### config.mk
export PLATFORM = sky130hd
export DESIGN_NAME = bitmap_block_allocator
export DESIGN_NICKNAME = d
export VERILOG_FILES = /design/src/design/bba_pkg.sv /design/src/design/bitmap_block_allocator.sv /design/src/design/bba_ram.sv
export SDC_FILE = /design/constraint.sdc
export NUM_CORES = 2
export LEC_CHECK = 0
export CAP_MARGIN = 20
export CELL_PAD_IN_SITES_DETAIL_PLACEMENT = 1
export CELL_PAD_IN_SITES_GLOBAL_PLACEMENT = 1
export CORE_MARGIN = 5
export CORE_UTILIZATION = 55
export CTS_CLUSTER_SIZE = 28
export DETAILED_ROUTE_END_ITERATION = 7
export DONT_BUFFER_PORTS = 1
export GPL_ROUTABILITY_DRIVEN = 0
export HOLD_SLACK_MARGIN = 0.05
export PLACE_DENSITY = 0.88
export SKIP_LAST_GASP = 1
export SLEW_MARGIN = 10
export SYNTH_ARGS = -nofsm -noshare
export SYNTH_HDL_FRONTEND = slang
export SYNTH_SLANG_ARGS = --single-unit
### constraint.sdc
create_clock -name clk -period 103.2 [get_ports clk]
set_input_delay 10.32 -clock clk [delete_from_list [all_inputs] [get_ports clk]]
set_output_delay 10.32 -clock clk [all_outputs]
set_load 0.01 [all_outputs]
### src/design/bba_pkg.sv
// ----------------------------------------------------------------------------
// bba_pkg
// Types, codes and widths shared by the bitmap block allocator files.
// ----------------------------------------------------------------------------
package bba_pkg;

  localparam int NUM_BLOCKS_DEF    = 1024;
  localparam int ADDRESS_WIDTH_DEF = 32;

  // Width of the internal address arithmetic and of the divider dividend.
  localparam int CALC_W = 34;
  // Width of the divider divisor (alignment is the widest divisor).
  localparam int DIVS_W = 21;

  localparam int ADDR_W   = 32;
  localparam int BSIZE_W  = 17;
  localparam int BCOUNT_W = 11;
  localparam int NBYTES_W = 27;
  localparam int ALIGN_W  = 21;
  localparam int FREEB_W  = 11;
  localparam int CFG_IDX_W  = 2;
  localparam int CFG_DATA_W = 32;

  localparam logic [1:0] MARK_FREE  = 2'd0;
  localparam logic [1:0] MARK_START = 2'd1;
  localparam logic [1:0] MARK_CONT  = 2'd2;

  localparam logic [1:0] ST_OK      = 2'd0;
  localparam logic [1:0] ST_NOSPACE = 2'd1;
  localparam logic [1:0] ST_ZERO    = 2'd2;
  localparam logic [1:0] ST_BADFREE = 2'd3;

  localparam logic CMD_ALLOC = 1'b0;
  localparam logic CMD_FREE  = 1'b1;

  localparam logic [CFG_IDX_W-1:0] CFG_BASE   = 2'd0;
  localparam logic [CFG_IDX_W-1:0] CFG_BSIZE  = 2'd1;
  localparam logic [CFG_IDX_W-1:0] CFG_BCOUNT = 2'd2;

  typedef struct packed {
    logic                command;
    logic [NBYTES_W-1:0] req_bytes;
    logic [ALIGN_W-1:0]  alignment;
    logic [ADDR_W-1:0]   free_address;
  } bba_in_t;

  typedef struct packed {
    logic [ADDR_W-1:0]  result_address;
    logic [1:0]         status;
    logic [FREEB_W-1:0] free_blocks;
  } bba_out_t;

endpackage

### src/design/bitmap_block_allocator.sv
// After reset a clearing pass marks every block free; no item is taken meanwhile. A first-fit
// allocate runs a divide, a scan, the marking of the run and a count of the free blocks in use;
// a free runs a divide, a walk over the run and that count; an aligned allocate repeats its
// divides and its scan for each rejected candidate. The block takes one item at a time; the
// serial divider and the single map read port set how long each item takes.
// Reset is synchronous and active low; configuration returns to base 0, 64-byte blocks, 1024.
// ----------------------------------------------------------------------------
// bitmap_block_allocator
// First-fit block allocator over a two-bit block map held in a synchronous RAM.
// ----------------------------------------------------------------------------
module bitmap_block_allocator
  import bba_pkg::*;
#(
  parameter int NUM_BLOCKS    = NUM_BLOCKS_DEF,
  parameter int ADDRESS_WIDTH = ADDRESS_WIDTH_DEF
) (
  input  logic                  clk,
  input  logic                  rst_n,
  input  logic                  in_valid,
  output logic                  in_ready,
  input  bba_in_t               in_data,
  output logic                  out_valid,
  input  logic                  out_ready,
  output bba_out_t              out_data,
  input  logic                  cfg_we,
  input  logic [CFG_IDX_W-1:0]  cfg_index,
  input  logic [CFG_DATA_W-1:0] cfg_wdata
);

  // Index width of the map and width of a count that can hold NUM_BLOCKS itself.
  localparam int BW  = (NUM_BLOCKS > 1) ? $clog2(NUM_BLOCKS) : 1;
  localparam int NW  = $clog2(NUM_BLOCKS + 1);
  localparam int MW  = NW + BSIZE_W;
  localparam int CW  = CALC_W;
  localparam int DVW = DIVS_W;
  localparam int DCW = $clog2(CALC_W + 1);
  // Returned addresses are cut to ADDRESS_WIDTH bits, and in any case to the port width.
  localparam int MASKW = (ADDRESS_WIDTH < ADDR_W) ? ADDRESS_WIDTH : ADDR_W;
  localparam logic [ADDR_W-1:0] ADDR_MASK = ADDR_W'((64'd1 << MASKW) - 64'd1);

  // Sequencer states.
  localparam logic [4:0] S_CLEAR   = 5'd0;
  localparam logic [4:0] S_IDLE    = 5'd1;
  localparam logic [4:0] S_START   = 5'd2;
  localparam logic [4:0] S_FF_DIV  = 5'd3;
  localparam logic [4:0] S_FF_SCAN = 5'd4;
  localparam logic [4:0] S_MARK    = 5'd5;
  localparam logic [4:0] S_ADDR    = 5'd6;
  localparam logic [4:0] S_AL_INIT = 5'd7;
  localparam logic [4:0] S_AL_CHK  = 5'd8;
  localparam logic [4:0] S_AL_DB   = 5'd9;
  localparam logic [4:0] S_AL_DL   = 5'd10;
  localparam logic [4:0] S_AL_SCAN = 5'd11;
  localparam logic [4:0] S_AL_TGT  = 5'd12;
  localparam logic [4:0] S_AL_TGT2 = 5'd13;
  localparam logic [4:0] S_AL_STEP = 5'd14;
  localparam logic [4:0] S_FR_DIV  = 5'd15;
  localparam logic [4:0] S_FR_WALK = 5'd16;
  localparam logic [4:0] S_COUNT   = 5'd17;
  localparam logic [4:0] S_FIN     = 5'd18;

  // Configuration registers.
  logic [ADDR_W-1:0]   cfg_base_r;
  logic [BSIZE_W-1:0]  cfg_bsize_r;
  logic [BCOUNT_W-1:0] cfg_bcount_r;

  // Sequencer registers.
  logic [4:0]     state_r, state_nxt;
  bba_in_t        in_r, in_nxt;
  logic [NW-1:0]  ptr_r, ptr_nxt;
  logic           rv_r, rv_nxt;
  logic [NW-1:0]  ridx_r, ridx_nxt;
  logic [NW-1:0]  run_r, run_nxt;
  logic [NW-1:0]  units_r, units_nxt;
  logic [NW-1:0]  first_r, first_nxt;
  logic [NW-1:0]  last_r, last_nxt;
  logic           busy_r, busy_nxt;
  logic [NW-1:0]  lastb_r, lastb_nxt;
  logic [NW-1:0]  mul_a_r, mul_a_nxt;
  logic [MW-1:0]  mul_r, mul_nxt;
  logic [CW-1:0]  cand_r, cand_nxt;
  logic [CW-1:0]  end_r, end_nxt;
  logic [CW-1:0]  tgt_r, tgt_nxt;
  logic [CW-1:0]  res_r, res_nxt;
  logic [1:0]     st_r, st_nxt;
  logic [NW-1:0]  cnt_r, cnt_nxt;
  logic           out_valid_r, out_valid_nxt;
  bba_out_t       out_data_r, out_data_nxt;

  // Shared restoring divider, one quotient bit a cycle.
  logic           div_start;
  logic [CW-1:0]  div_a;
  logic [DVW-1:0] div_b;
  logic           div_busy_r, div_busy_nxt;
  logic [DCW-1:0] div_cnt_r, div_cnt_nxt;
  logic [DVW:0]   div_rem_r, div_rem_nxt;
  logic [CW-1:0]  div_quo_r, div_quo_nxt;
  logic [DVW-1:0] div_dvs_r, div_dvs_nxt;
  logic [DVW:0]   dv_sh, dv_diff;
  logic           dv_ge;

  // Map RAM ports.
  logic          map_we;
  logic [BW-1:0] map_waddr;
  logic [1:0]    map_wdata;
  logic [BW-1:0] map_raddr;
  logic [1:0]    map_rdata;

  // Effective configuration and helpers.
  logic [BSIZE_W-1:0] bs_eff;
  logic [NW-1:0]      n_eff;
  logic [CW-1:0]      n_ext, base_ext, bs_ext, align_ext, pad;
  logic [DVW-1:0]     div_r;
  logic               rd_free;
  logic               issue, leave, to_count;
  logic               busy_c;
  logic [NW-1:0]      lastb_c;
  logic [NW-1:0]      run_start;
  logic [CW-1:0]      tgt_c;

  bba_ram #(
    .WIDTH (2),
    .DEPTH (NUM_BLOCKS)
  ) u_map (
    .clk   (clk),
    .we    (map_we),
    .waddr (map_waddr),
    .wdata (map_wdata),
    .raddr (map_raddr),
    .rdata (map_rdata)
  );

  // A block size of zero acts as one; the block count is held between one and NUM_BLOCKS.
  always_comb begin
    bs_eff = (cfg_bsize_r == '0) ? BSIZE_W'(1) : cfg_bsize_r;
    if (cfg_bcount_r == '0) begin
      n_eff = NW'(1);
    end else if (32'(cfg_bcount_r) > NUM_BLOCKS) begin
      n_eff = NW'(NUM_BLOCKS);
    end else begin
      n_eff = NW'(cfg_bcount_r);
    end
  end

  assign n_ext     = CW'(n_eff);
  assign base_ext  = CW'(cfg_base_r);
  assign bs_ext    = CW'(bs_eff);
  assign align_ext = CW'(in_r.alignment);
  assign div_r     = div_rem_r[DVW-1:0];
  // Distance from a value to the next multiple of the alignment, given its remainder.
  assign pad       = (div_r == '0) ? '0 : (align_ext - CW'(div_r));
  assign rd_free   = (map_rdata == MARK_FREE);
  assign mul_nxt   = MW'(mul_a_r) * MW'(bs_eff);
  assign tgt_c     = base_ext + CW'(mul_r);

  // Configuration writes; an index beyond the register list is ignored.
  always_ff @(posedge clk) begin
    if (!rst_n) begin
      cfg_base_r   <= '0;
      cfg_bsize_r  <= BSIZE_W'(64);
      cfg_bcount_r <= BCOUNT_W'(1024);
    end else if (cfg_we) begin
      unique case (cfg_index)
        CFG_BASE:   cfg_base_r   <= cfg_wdata[ADDR_W-1:0];
        CFG_BSIZE:  cfg_bsize_r  <= cfg_wdata[BSIZE_W-1:0];
        CFG_BCOUNT: cfg_bcount_r <= cfg_wdata[BCOUNT_W-1:0];
        default: ;
      endcase
    end
  end

  // Divider step: shift in the next dividend bit and subtract where the divisor fits.
  always_comb begin
    dv_sh   = {div_rem_r[DVW-1:0], div_quo_r[CW-1]};
    dv_ge   = (dv_sh >= {1'b0, div_dvs_r});
    dv_diff = dv_sh - {1'b0, div_dvs_r};
    div_busy_nxt = div_busy_r;
    div_cnt_nxt  = div_cnt_r;
    div_rem_nxt  = div_rem_r;
    div_quo_nxt  = div_quo_r;
    div_dvs_nxt  = div_dvs_r;
    if (div_start) begin
      div_busy_nxt = 1'b1;
      div_cnt_nxt  = DCW'(CW);
      div_rem_nxt  = '0;
      div_quo_nxt  = div_a;
      div_dvs_nxt  = div_b;
    end else if (div_busy_r) begin
      div_rem_nxt = dv_ge ? dv_diff : dv_sh;
      div_quo_nxt = {div_quo_r[CW-2:0], dv_ge};
      div_cnt_nxt = div_cnt_r - DCW'(1);
      if (div_cnt_r == DCW'(1)) begin
        div_busy_nxt = 1'b0;
      end
    end
  end

  // Main sequencer. Every map access is ordered by the sequencer: reads of a scan never meet a
  // write to the same entry, and the free walk writes an entry after its read has returned.
  always_comb begin
    state_nxt     = state_r;
    in_nxt        = in_r;
    ptr_nxt       = ptr_r;
    run_nxt       = run_r;
    units_nxt     = units_r;
    first_nxt     = first_r;
    last_nxt      = last_r;
    busy_nxt      = busy_r;
    lastb_nxt     = lastb_r;
    mul_a_nxt     = mul_a_r;
    cand_nxt      = cand_r;
    end_nxt       = end_r;
    tgt_nxt       = tgt_r;
    res_nxt       = res_r;
    st_nxt        = st_r;
    cnt_nxt       = cnt_r;
    out_data_nxt  = out_data_r;
    out_valid_nxt = out_valid_r && !out_ready;
    div_start     = 1'b0;
    div_a         = '0;
    div_b         = '0;
    map_we        = 1'b0;
    map_waddr     = ptr_r[BW-1:0];
    map_wdata     = MARK_FREE;
    map_raddr     = ptr_r[BW-1:0];
    issue         = 1'b0;
    leave         = 1'b0;
    to_count      = 1'b0;
    busy_c        = busy_r || !rd_free;
    lastb_c       = rd_free ? lastb_r : ridx_r;
    run_start     = ridx_r + NW'(1) - units_r;

    unique case (state_r)
      S_CLEAR: begin
        map_we    = 1'b1;
        map_wdata = MARK_FREE;
        ptr_nxt   = ptr_r + NW'(1);
        if (ptr_r == NW'(NUM_BLOCKS - 1)) begin
          ptr_nxt   = '0;
          state_nxt = S_IDLE;
        end
      end

      S_IDLE: begin
        if (in_valid) begin
          in_nxt    = in_data;
          state_nxt = S_START;
        end
      end

      S_START: begin
        res_nxt   = '0;
        mul_a_nxt = n_eff;
        if (in_r.command == CMD_FREE) begin
          if (in_r.free_address < cfg_base_r) begin
            st_nxt   = ST_BADFREE;
            to_count = 1'b1;
          end else begin
            div_start = 1'b1;
            div_a     = CW'(in_r.free_address) - base_ext;
            div_b     = DVW'(bs_eff);
            state_nxt = S_FR_DIV;
          end
        end else if (in_r.req_bytes == '0) begin
          st_nxt   = ST_ZERO;
          to_count = 1'b1;
        end else if (in_r.alignment == '0) begin
          div_start = 1'b1;
          div_a     = CW'(in_r.req_bytes) + bs_ext - CW'(1);
          div_b     = DVW'(bs_eff);
          state_nxt = S_FF_DIV;
        end else begin
          div_start = 1'b1;
          div_a     = base_ext;
          div_b     = in_r.alignment;
          state_nxt = S_AL_INIT;
        end
      end

      // First fit: the run length in blocks is the rounded-up quotient.
      S_FF_DIV: begin
        if (!div_busy_r) begin
          if (div_quo_r > n_ext) begin
            st_nxt   = ST_NOSPACE;
            to_count = 1'b1;
          end else begin
            units_nxt = div_quo_r[NW-1:0];
            ptr_nxt   = '0;
            run_nxt   = '0;
            state_nxt = S_FF_SCAN;
          end
        end
      end

      S_FF_SCAN: begin
        issue = (ptr_r < n_eff);
        if (issue) begin
          ptr_nxt = ptr_r + NW'(1);
        end
        if (rv_r) begin
          if (rd_free && (run_r + NW'(1) == units_r)) begin
            first_nxt = run_start;
            last_nxt  = ridx_r;
            ptr_nxt   = run_start;
            mul_a_nxt = run_start;
            leave     = 1'b1;
            state_nxt = S_MARK;
          end else begin
            run_nxt = rd_free ? (run_r + NW'(1)) : '0;
            if (ridx_r == n_eff - NW'(1)) begin
              st_nxt   = ST_NOSPACE;
              to_count = 1'b1;
            end
          end
        end
      end

      // Writes the run: a start mark on its first block, continuation marks after it.
      S_MARK: begin
        map_we    = 1'b1;
        map_wdata = (ptr_r == first_r) ? MARK_START : MARK_CONT;
        if (ptr_r == last_r) begin
          state_nxt = S_ADDR;
        end else begin
          ptr_nxt = ptr_r + NW'(1);
        end
      end

      S_ADDR: begin
        res_nxt  = (in_r.alignment == '0) ? (base_ext + CW'(mul_r)) : cand_r;
        st_nxt   = ST_OK;
        to_count = 1'b1;
      end

      // Aligned fit: first candidate is the base rounded up to the alignment.
      S_AL_INIT: begin
        if (!div_busy_r) begin
          cand_nxt  = base_ext + pad;
          end_nxt   = base_ext + CW'(mul_r);
          state_nxt = S_AL_CHK;
        end
      end

      S_AL_CHK: begin
        if (cand_r >= end_r) begin
          st_nxt   = ST_NOSPACE;
          to_count = 1'b1;
        end else begin
          div_start = 1'b1;
          div_a     = cand_r - base_ext;
          div_b     = DVW'(bs_eff);
          state_nxt = S_AL_DB;
        end
      end

      S_AL_DB: begin
        if (!div_busy_r) begin
          first_nxt = div_quo_r[NW-1:0];
          div_start = 1'b1;
          div_a     = cand_r + CW'(in_r.req_bytes) - CW'(1) - base_ext;
          div_b     = DVW'(bs_eff);
          state_nxt = S_AL_DL;
        end
      end

      // A candidate whose last block lies past the map end stops the search.
      S_AL_DL: begin
        if (!div_busy_r) begin
          if (div_quo_r >= n_ext) begin
            st_nxt   = ST_NOSPACE;
            to_count = 1'b1;
          end else begin
            last_nxt  = div_quo_r[NW-1:0];
            ptr_nxt   = first_r;
            busy_nxt  = 1'b0;
            state_nxt = S_AL_SCAN;
          end
        end
      end

      S_AL_SCAN: begin
        issue = (ptr_r <= last_r);
        if (issue) begin
          ptr_nxt = ptr_r + NW'(1);
        end
        if (rv_r) begin
          busy_nxt  = busy_c;
          lastb_nxt = lastb_c;
          if (ridx_r == last_r) begin
            leave = 1'b1;
            if (!busy_c) begin
              ptr_nxt   = first_r;
              state_nxt = S_MARK;
            end else begin
              mul_a_nxt = lastb_c + NW'(1);
              state_nxt = S_AL_TGT;
            end
          end
        end
      end

      // Waits for the product that gives the end of the last busy block.
      S_AL_TGT: begin
        state_nxt = S_AL_TGT2;
      end

      // Every candidate at or before the last busy block fails: skip to the first aligned
      // address at or above the end of that block.
      S_AL_TGT2: begin
        tgt_nxt   = tgt_c;
        div_start = 1'b1;
        div_a     = tgt_c - cand_r;
        div_b     = in_r.alignment;
        state_nxt = S_AL_STEP;
      end

      S_AL_STEP: begin
        if (!div_busy_r) begin
          cand_nxt  = tgt_r + pad;
          state_nxt = S_AL_CHK;
        end
      end

      S_FR_DIV: begin
        if (!div_busy_r) begin
          if (div_quo_r >= n_ext) begin
            st_nxt   = ST_BADFREE;
            to_count = 1'b1;
          end else begin
            ptr_nxt   = div_quo_r[NW-1:0];
            first_nxt = div_quo_r[NW-1:0];
            state_nxt = S_FR_WALK;
          end
        end
      end

      // The free walk clears the start mark and the continuation marks that follow it.
      S_FR_WALK: begin
        issue = (ptr_r < n_eff);
        if (issue) begin
          ptr_nxt = ptr_r + NW'(1);
        end
        if (rv_r) begin
          map_waddr = ridx_r[BW-1:0];
          map_wdata = MARK_FREE;
          if (ridx_r == first_r) begin
            if (map_rdata != MARK_START) begin
              st_nxt   = ST_BADFREE;
              to_count = 1'b1;
            end else begin
              map_we = 1'b1;
              if (ridx_r == n_eff - NW'(1)) begin
                st_nxt   = ST_OK;
                to_count = 1'b1;
              end
            end
          end else if (map_rdata == MARK_CONT) begin
            map_we = 1'b1;
            if (ridx_r == n_eff - NW'(1)) begin
              st_nxt   = ST_OK;
              to_count = 1'b1;
            end
          end else begin
            st_nxt   = ST_OK;
            to_count = 1'b1;
          end
        end
      end

      // Counts the free marks among the blocks in use.
      S_COUNT: begin
        issue = (ptr_r < n_eff);
        if (issue) begin
          ptr_nxt = ptr_r + NW'(1);
        end
        if (rv_r) begin
          cnt_nxt = cnt_r + NW'(rd_free);
          if (ridx_r == n_eff - NW'(1)) begin
            leave     = 1'b1;
            state_nxt = S_FIN;
          end
        end
      end

      S_FIN: begin
        if (!out_valid_r || out_ready) begin
          out_data_nxt.result_address = res_r[ADDR_W-1:0] & ADDR_MASK;
          out_data_nxt.status         = st_r;
          out_data_nxt.free_blocks    = FREEB_W'(cnt_r);
          out_valid_nxt               = 1'b1;
          state_nxt                   = S_IDLE;
        end
      end

      default: begin
        state_nxt = S_IDLE;
      end
    endcase

    if (to_count) begin
      if (st_nxt != ST_OK) begin
        res_nxt = '0;
      end
      ptr_nxt   = '0;
      cnt_nxt   = '0;
      leave     = 1'b1;
      state_nxt = S_COUNT;
    end
    rv_nxt   = issue && !leave;
    ridx_nxt = ptr_r;
  end

  always_ff @(posedge clk) begin
    if (!rst_n) begin
      state_r     <= S_CLEAR;
      ptr_r       <= '0;
      rv_r        <= 1'b0;
      out_valid_r <= 1'b0;
      div_busy_r  <= 1'b0;
    end else begin
      state_r     <= state_nxt;
      ptr_r       <= ptr_nxt;
      rv_r        <= rv_nxt;
      out_valid_r <= out_valid_nxt;
      div_busy_r  <= div_busy_nxt;
    end
  end

  always_ff @(posedge clk) begin
    in_r       <= in_nxt;
    ridx_r     <= ridx_nxt;
    run_r      <= run_nxt;
    units_r    <= units_nxt;
    first_r    <= first_nxt;
    last_r     <= last_nxt;
    busy_r     <= busy_nxt;
    lastb_r    <= lastb_nxt;
    mul_a_r    <= mul_a_nxt;
    mul_r      <= mul_nxt;
    cand_r     <= cand_nxt;
    end_r      <= end_nxt;
    tgt_r      <= tgt_nxt;
    res_r      <= res_nxt;
    st_r       <= st_nxt;
    cnt_r      <= cnt_nxt;
    out_data_r <= out_data_nxt;
    div_cnt_r  <= div_cnt_nxt;
    div_rem_r  <= div_rem_nxt;
    div_quo_r  <= div_quo_nxt;
    div_dvs_r  <= div_dvs_nxt;
  end

  // The block takes one item at a time; a finished result may still wait in the output register.
  assign in_ready  = (state_r == S_IDLE);
  assign out_valid = out_valid_r;
  assign out_data  = out_data_r;

endmodule

### src/design/bba_ram.sv
// ----------------------------------------------------------------------------
// bba_ram
// Generic simple dual-port RAM: one write port, one read port, registered read.
// ----------------------------------------------------------------------------
module bba_ram #(
  parameter int WIDTH = 2,
  parameter int DEPTH = 1024
) (
  input  logic                                      clk,
  input  logic                                      we,
  input  logic [(DEPTH > 1 ? $clog2(DEPTH) : 1)-1:0] waddr,
  input  logic [WIDTH-1:0]                          wdata,
  input  logic [(DEPTH > 1 ? $clog2(DEPTH) : 1)-1:0] raddr,
  output logic [WIDTH-1:0]                          rdata
);

  logic [WIDTH-1:0] mem [DEPTH];

  always_ff @(posedge clk) begin
    if (we) begin
      mem[waddr] <= wdata;
    end
    rdata <= mem[raddr];
  end

endmodule

== Yosys cells after proc, flatten, opt, wreduce, memory -nomap -nowiden ==
Memories as Yosys holds them, arrays and structs flattened. A register that Yosys moved wholly into a read port is not among the register bits.
Cells that the tools add are included.

* Reductions and logical operators: 51
* Add/subtract/negate cells: 21
* Magnitude comparators: 8
* Mux-type cells: 155
* Bitwise operators: 4
* $mul: 1
* Equality and inequality tests: 78

{| class="wikitable"
|+ Operators with widths
! kind !! number
|-
| 2-to-1 mux 34 bit || 14
|-
| 2-to-1 mux 11 bit || 29
|-
| one-hot mux 34 bit (2 select lines) || 2
|-
| one-hot mux 34 bit (4 select lines) || 1
|-
| 2-to-1 mux 5 bit || 23
|-
| one-hot mux 11 bit (8 select lines) || 1
|-
| one-hot mux 5 bit (17 select lines) || 1
|-
| 2-to-1 mux 21 bit || 4
|-
| one-hot mux 21 bit (4 select lines) || 1
|-
| 2-to-1 mux 17 bit || 4
|-
| subtractor 34 x 32 -> 34 bit || 2
|-
| equality test 11 bit || 6
|-
| one-hot mux 11 bit (3 select lines) || 2
|-
| != test 3 bit, second input constant || 19
|-
| != test 2 bit, second input constant || 24
|-
| adder 11 x 1 -> 11 bit, second input constant || 4
|-
| one-hot mux 11 bit (2 select lines) || 2
|-
| AND reduction 22 bit || 2
|-
| logical NOT 21 bit || 2
|-
| equality test 5 x 4 -> 1 bit, second input constant || 8
|-
| 2-to-1 mux 1 bit || 40
|-
| 2-to-1 mux 2 bit || 20
|-
| adder 32 x 34 -> 34 bit || 1
|-
| adder 34 x 27 -> 34 bit || 1
|-
| 61 further kinds || 105
|}

* Memories: 1
* Bits of input ports: 120
* Output and inout port bits: 47
* Register bits after elaboration: 542
* Memory bits (writable): 2048
* Logic and storage cells: 354

{| class="wikitable"
|+ Memory list
! memory !! words !! width !! read ports !! clocked after Yosys merged registers in !! write ports !! line !! text
|-
| u_map.mem || 1024 || 2 || 1 || 1 || 1 || bba_ram.sv:17 || <nowiki>logic [WIDTH-1:0] mem [DEPTH];</nowiki>
|}

== Longest topological paths before layout ==
* Depth after elaboration: 13
* Mapped depth: 28
* Gate-level depth less buffers: 28

== Modules after synthesis ==
From an unflattened synthesis, not the netlist that was laid out.

* Cells, all modules: 9962
* Area, all modules: 129432.9 sq um

{| class="wikitable"
|+ Modules (own cells, without submodules)
! module !! cells each !! times used !! seq. area each (sq um) !! area each (sq um)
|-
| bba_ram || 4793 || 1 || 61539.0 || 83757.8
|-
| bitmap_block_allocator || 5169 || 1 || 14253.7 || 45675.1
|}

== Worst setup path before layout ==
Ideal clock, no wire load.

* Path type: register to register
* Start point: register ptr_r[1]
* End point: memory u_map.mem[0][0] (data pin)
* Setup slack: 36.785 ns
* Clock period less this slack: 66.415 ns
* Buffers on the path: 6
* Data required time: 92.595 ns
* Data arrival time: 55.809 ns
* Library setup time: 10.605 ns
* Stages on the path, launching flop included: 10
* Cells stage by stage: dfxtp_1 > buf_2 > buf_2 > buf_2 > buf_2 > buf_2 > buf_2 > xnor2_1 > nand3_1 > nor4_1

* Word-level cells in the longest chain between the ends: 3

{| class="wikitable"
|+ Ends and longest elaborated chain
! item !! line !! text
|-
| from (decl) || bitmap_block_allocator.sv:70 || <nowiki>logic [NW-1:0] ptr_r, ptr_nxt;</nowiki>
|-
| from (signal assigned) || bitmap_block_allocator.sv:522 || <nowiki>ptr_r <= ptr_nxt;</nowiki>
|-
| equality test 11 bit || bitmap_block_allocator.sv:321 || <nowiki>map_wdata = (ptr_r == first_r) ? MARK_START : MARK_CONT;</nowiki>
|-
| 2-to-1 mux 2 bit || bitmap_block_allocator.sv:321 ||
|-
| 2-to-1 mux 2 bit || - ||
|-
| net map_wdata[0] || bitmap_block_allocator.sv:105 || <nowiki>logic [1:0] map_wdata;</nowiki>
|-
| to (decl) || bba_ram.sv:17 ||
|}

The timed path passes the listed nets, and every way through them passes these cells.

== Final worst setup path ==
* Start point: register state_r[3]
* End point: output port in_ready

* Word-level cells in the longest chain between the ends: 1

{| class="wikitable"
|+ Ends and longest elaborated chain
! item !! line !! text
|-
| from (decl) || bitmap_block_allocator.sv:68 || <nowiki>logic [4:0] state_r, state_nxt;</nowiki>
|-
| from (signal assigned) || bitmap_block_allocator.sv:521 || <nowiki>state_r <= state_nxt;</nowiki>
|-
| equality test 5 x 1 -> 1 bit || bitmap_block_allocator.sv:554 || <nowiki>assign in_ready = (state_r == S_IDLE);</nowiki>
|-
| to (decl) || bitmap_block_allocator.sv:20 || <nowiki>output logic in_ready,</nowiki>
|}

Every way passes these cells.

==> impl_metrics.ini <==
[cells_and_area]
final_cell_area_sq_um = 141000
layout_commonest_cell = edfxtp_1
final_cell_mix = edfxtp_1, nor2_1, mux4_2, nand2_1, inv_1
fin_nets = 10027
drive_above_1_share_pct = 15.0
syn2layout_area_growth_pct = 10.4
final_core_util_pct = 60.9

[synth]
synth_edf_count = 2396
yosysTopAreaCellShare_pct = 56.2
synth_area_leaders = edfxtp_1, mux4_2, ha_1, nor2_1, dfxtp_1
syn_area_per_cell_sq_um = 13.7
synth_warnings = 0
yosysTopAreaCell = edfxtp_1
ys_seq_area_share_pct = 59.2
synth_area_sq_um = 128000
ys_ff_latch = 2588
netlist_instances = 9341
synth_cell_types = 95
synthArstFlopShare_pct = 0
synthFlopType = edfxtp_1
syn-num-nets = 10076

[power]
seq_power_share_pct = 49.1
powerDensity_nw_per_um2 = 16.4
p_clk_share_pct = 46.3
p_int_mw = 1.78
p_leak_nw = 42.6
sw_frac_of_total_pct = 23.3
switching_power_uw = 540
peakVddDrop_uv = 20.3
combPwrFrac_pct = 4.6

[timing]
tightest_slew_ns = 1.69
max_freq_mhz = 76.4
tns_ns = 0
setup_viol = 0
hold_viol_final = 0
maxSlewHeadroom_pct = -12.3
fin_skew_ns = 0.122
slew_viol_final = 197
rsz0062_at_grt = no
fin_crit_sh_pct = 12.7
period_needed_ns = 13.09

[critical_path]
cp_max_fo = 27
cp-start-kind = flip-flop
cp-end-kind = output port
critPathArrivalTime_ns = 2.77
critPathRequiredTime_ns = 92.88
worstSetupPathType = flip-flop to output port

[routing]
antenna_left = 0
drtIter0Drc = 12847
vias = 89968
viasPerCell = 7.16
drt_wl_total_um = 468000
drc = 6
dr.pass1.iters = 8
avgRoutedWirePerCell_um = 37.3

[outcome]
status = finished with violations
violations = DRC, slew limit

[cts]
post_cts_buffers = 0
clockBufferDepth = 4
ctsResizeCount = 0
cts_buffers = 286
clk_pin_slew_worst_paths_ns = 0.06
hold_buffers = 0
root_buffer = clkbuf_16
cts_max_level = 5
clk_latency_ns = 1.01
cts_tree = yes
clkSinkCount = 2588

[floorplanning]
ios = 167
dieArea_sq_um = 243000
row_count = 177
die_y_um = 493
fp.dieW_um = 493
core_area_sq_um = 232000
start_util_pct = 55.2

[run]
drv_cap = 0

[place]
portBuffers = 0
post-dp-hpwl_um = 262000
place_area_sq_um = 131000

[global_route]
grt_pass1_wl_um = 647000
antenna_found_initial = 23
grt_pass1_vias = 92124
grt_usage_pct = 36.4
grt_overflow = 0
grt_max_degree = 277

[min_path]
hp-class = flip-flop to flip-flop
[cells by family after synthesis]
| kind of cell | Yosys count | share of synthesized area (%) |
|---|---|---|
| and+or+nand+nor | 2673 | 9.00 |
| DFF | 2588 | 59.2 |
| AOI/OAI and AO/OA | 1308 | 6.67 |
| buffers and inverters | 1063 | 3.30 |
| muxes | 737 | 12.3 |
| adders and majority gates | 615 | 7.03 |
| xor gates and xnor gates | 357 | 2.48 |
[area by class of cell]
class | instances | area (sq um)
well taps | 3043 | 3810
repair buffers | 194 | 1990
diodes | 20 | 50.0
multi-input cells | 5690 | 48400
flip-flops and latches | 2588 | 75800
clock inverters | 164 | 1760
clock buffers | 330 | 7510
inverters | 532 | 2000
fillers | 21404 | 90800
[per-stage QoR]
| step | power [mW] | hold slack [ns] | worst slack, ns | std cells |
|---|---|---|---|---|
| after floorplan | 1.23 | 0.361 | 36.79 | 9341 |
| after global placement | 1.26 | 0.418 | 90.57 | 12013 |
| after detailed placement | 1.26 | 0.423 | 90.54 | 12017 |
| after CTS | 2.30 | 0.436 | 90.22 | 12511 |
| after global routing | 2.37 | 0.446 | 90.05 | 12544 |
| final | 2.32 | 0.440 | 90.11 | 12561 |
[cell usage after synthesis, drive strengths merged (12+ instances only)]
library cell  count
fa              175
ha              440
nor4             38
a22oi            29
a21boi           57
nor2           1404
mux4            670
a21oi           368
or2              15
a221oi           22
nand2b           45
nand3           125
a211o            15
a21o            133
clkbuf          382
o22ai            31
nand3b           12
o221ai           18
a222oi           17
inv             530
xor2            101
a31oi            56
and3             39
a211oi           70
nand4            42
o21bai           40
mux2             21
o31ai            21
nand2           622
xnor2           252
nor3b            12
o21a             52
nor2b            78
mux2i            46
buf             149
dfxtp           192
o211ai           31
nor3             94
or3              28
edfxtp         2396
o21ai           237
and2             91
[power by group through the flow]
stage | Sequential (mW) | Clock, mW | Combinational, mW
after floorplan | 1.16 | 0 | 0.0766
after global placement | 1.16 | 0 | 0.0972
after detailed placement | 1.16 | 0 | 0.101
after CTS | 1.14 | 1.06 | 0.103
after global routing | 1.14 | 1.12 | 0.110
final | 1.14 | 1.07 | 0.106
[metal layers]
| metal | part of all wire, % | vias up | global-route usage (%) |
|---|---|---|---|
| met2 | 47 | 8015 | 58.4 |
| met1 | 32 | 44747 | 42.8 |
| met3 | 12 | 2492 | 9.81 |
| li1 | - | 34702 | - |
| met5 | 0.018 | - | 0.137 |
| met4 | 9.8 | 12 | 25.4 |
[path summary, 6_finish.rpt]
kind | start | end | slack (ns) | cells past startpoint
worst max-delay path | state_r[3] | in_ready | 90.11 | 2
worst min-delay path | res_r[0] | out_data[13] | 0.44 | 0
worst max register to register | state_r[0] | u_map.mem[184][0] | 95.38 | 9
worst min register to register | res_r[0] | out_data[13] | 0.44 | 0
[registers in the layout, summed over array words and instances (netlist names), 17 cells and up]
register,cells
cfg_base_r,32
tgt_r,33
out_data,45
in_r,60
div_quo_r,34
div_dvs_r,21
align_ext,21
div_rem_r,21
cand_r,34
end_r,33
cfg_bsize_r,17
mul_r,28
u_map.mem,2048
res_r,32
[critical path, cell delays in order (launching register included)]
cell	delay, ns
dfxtp_1	0.61
or3_1	0.52
nor2_1	0.66
Power figures use the tool's default switching activity.
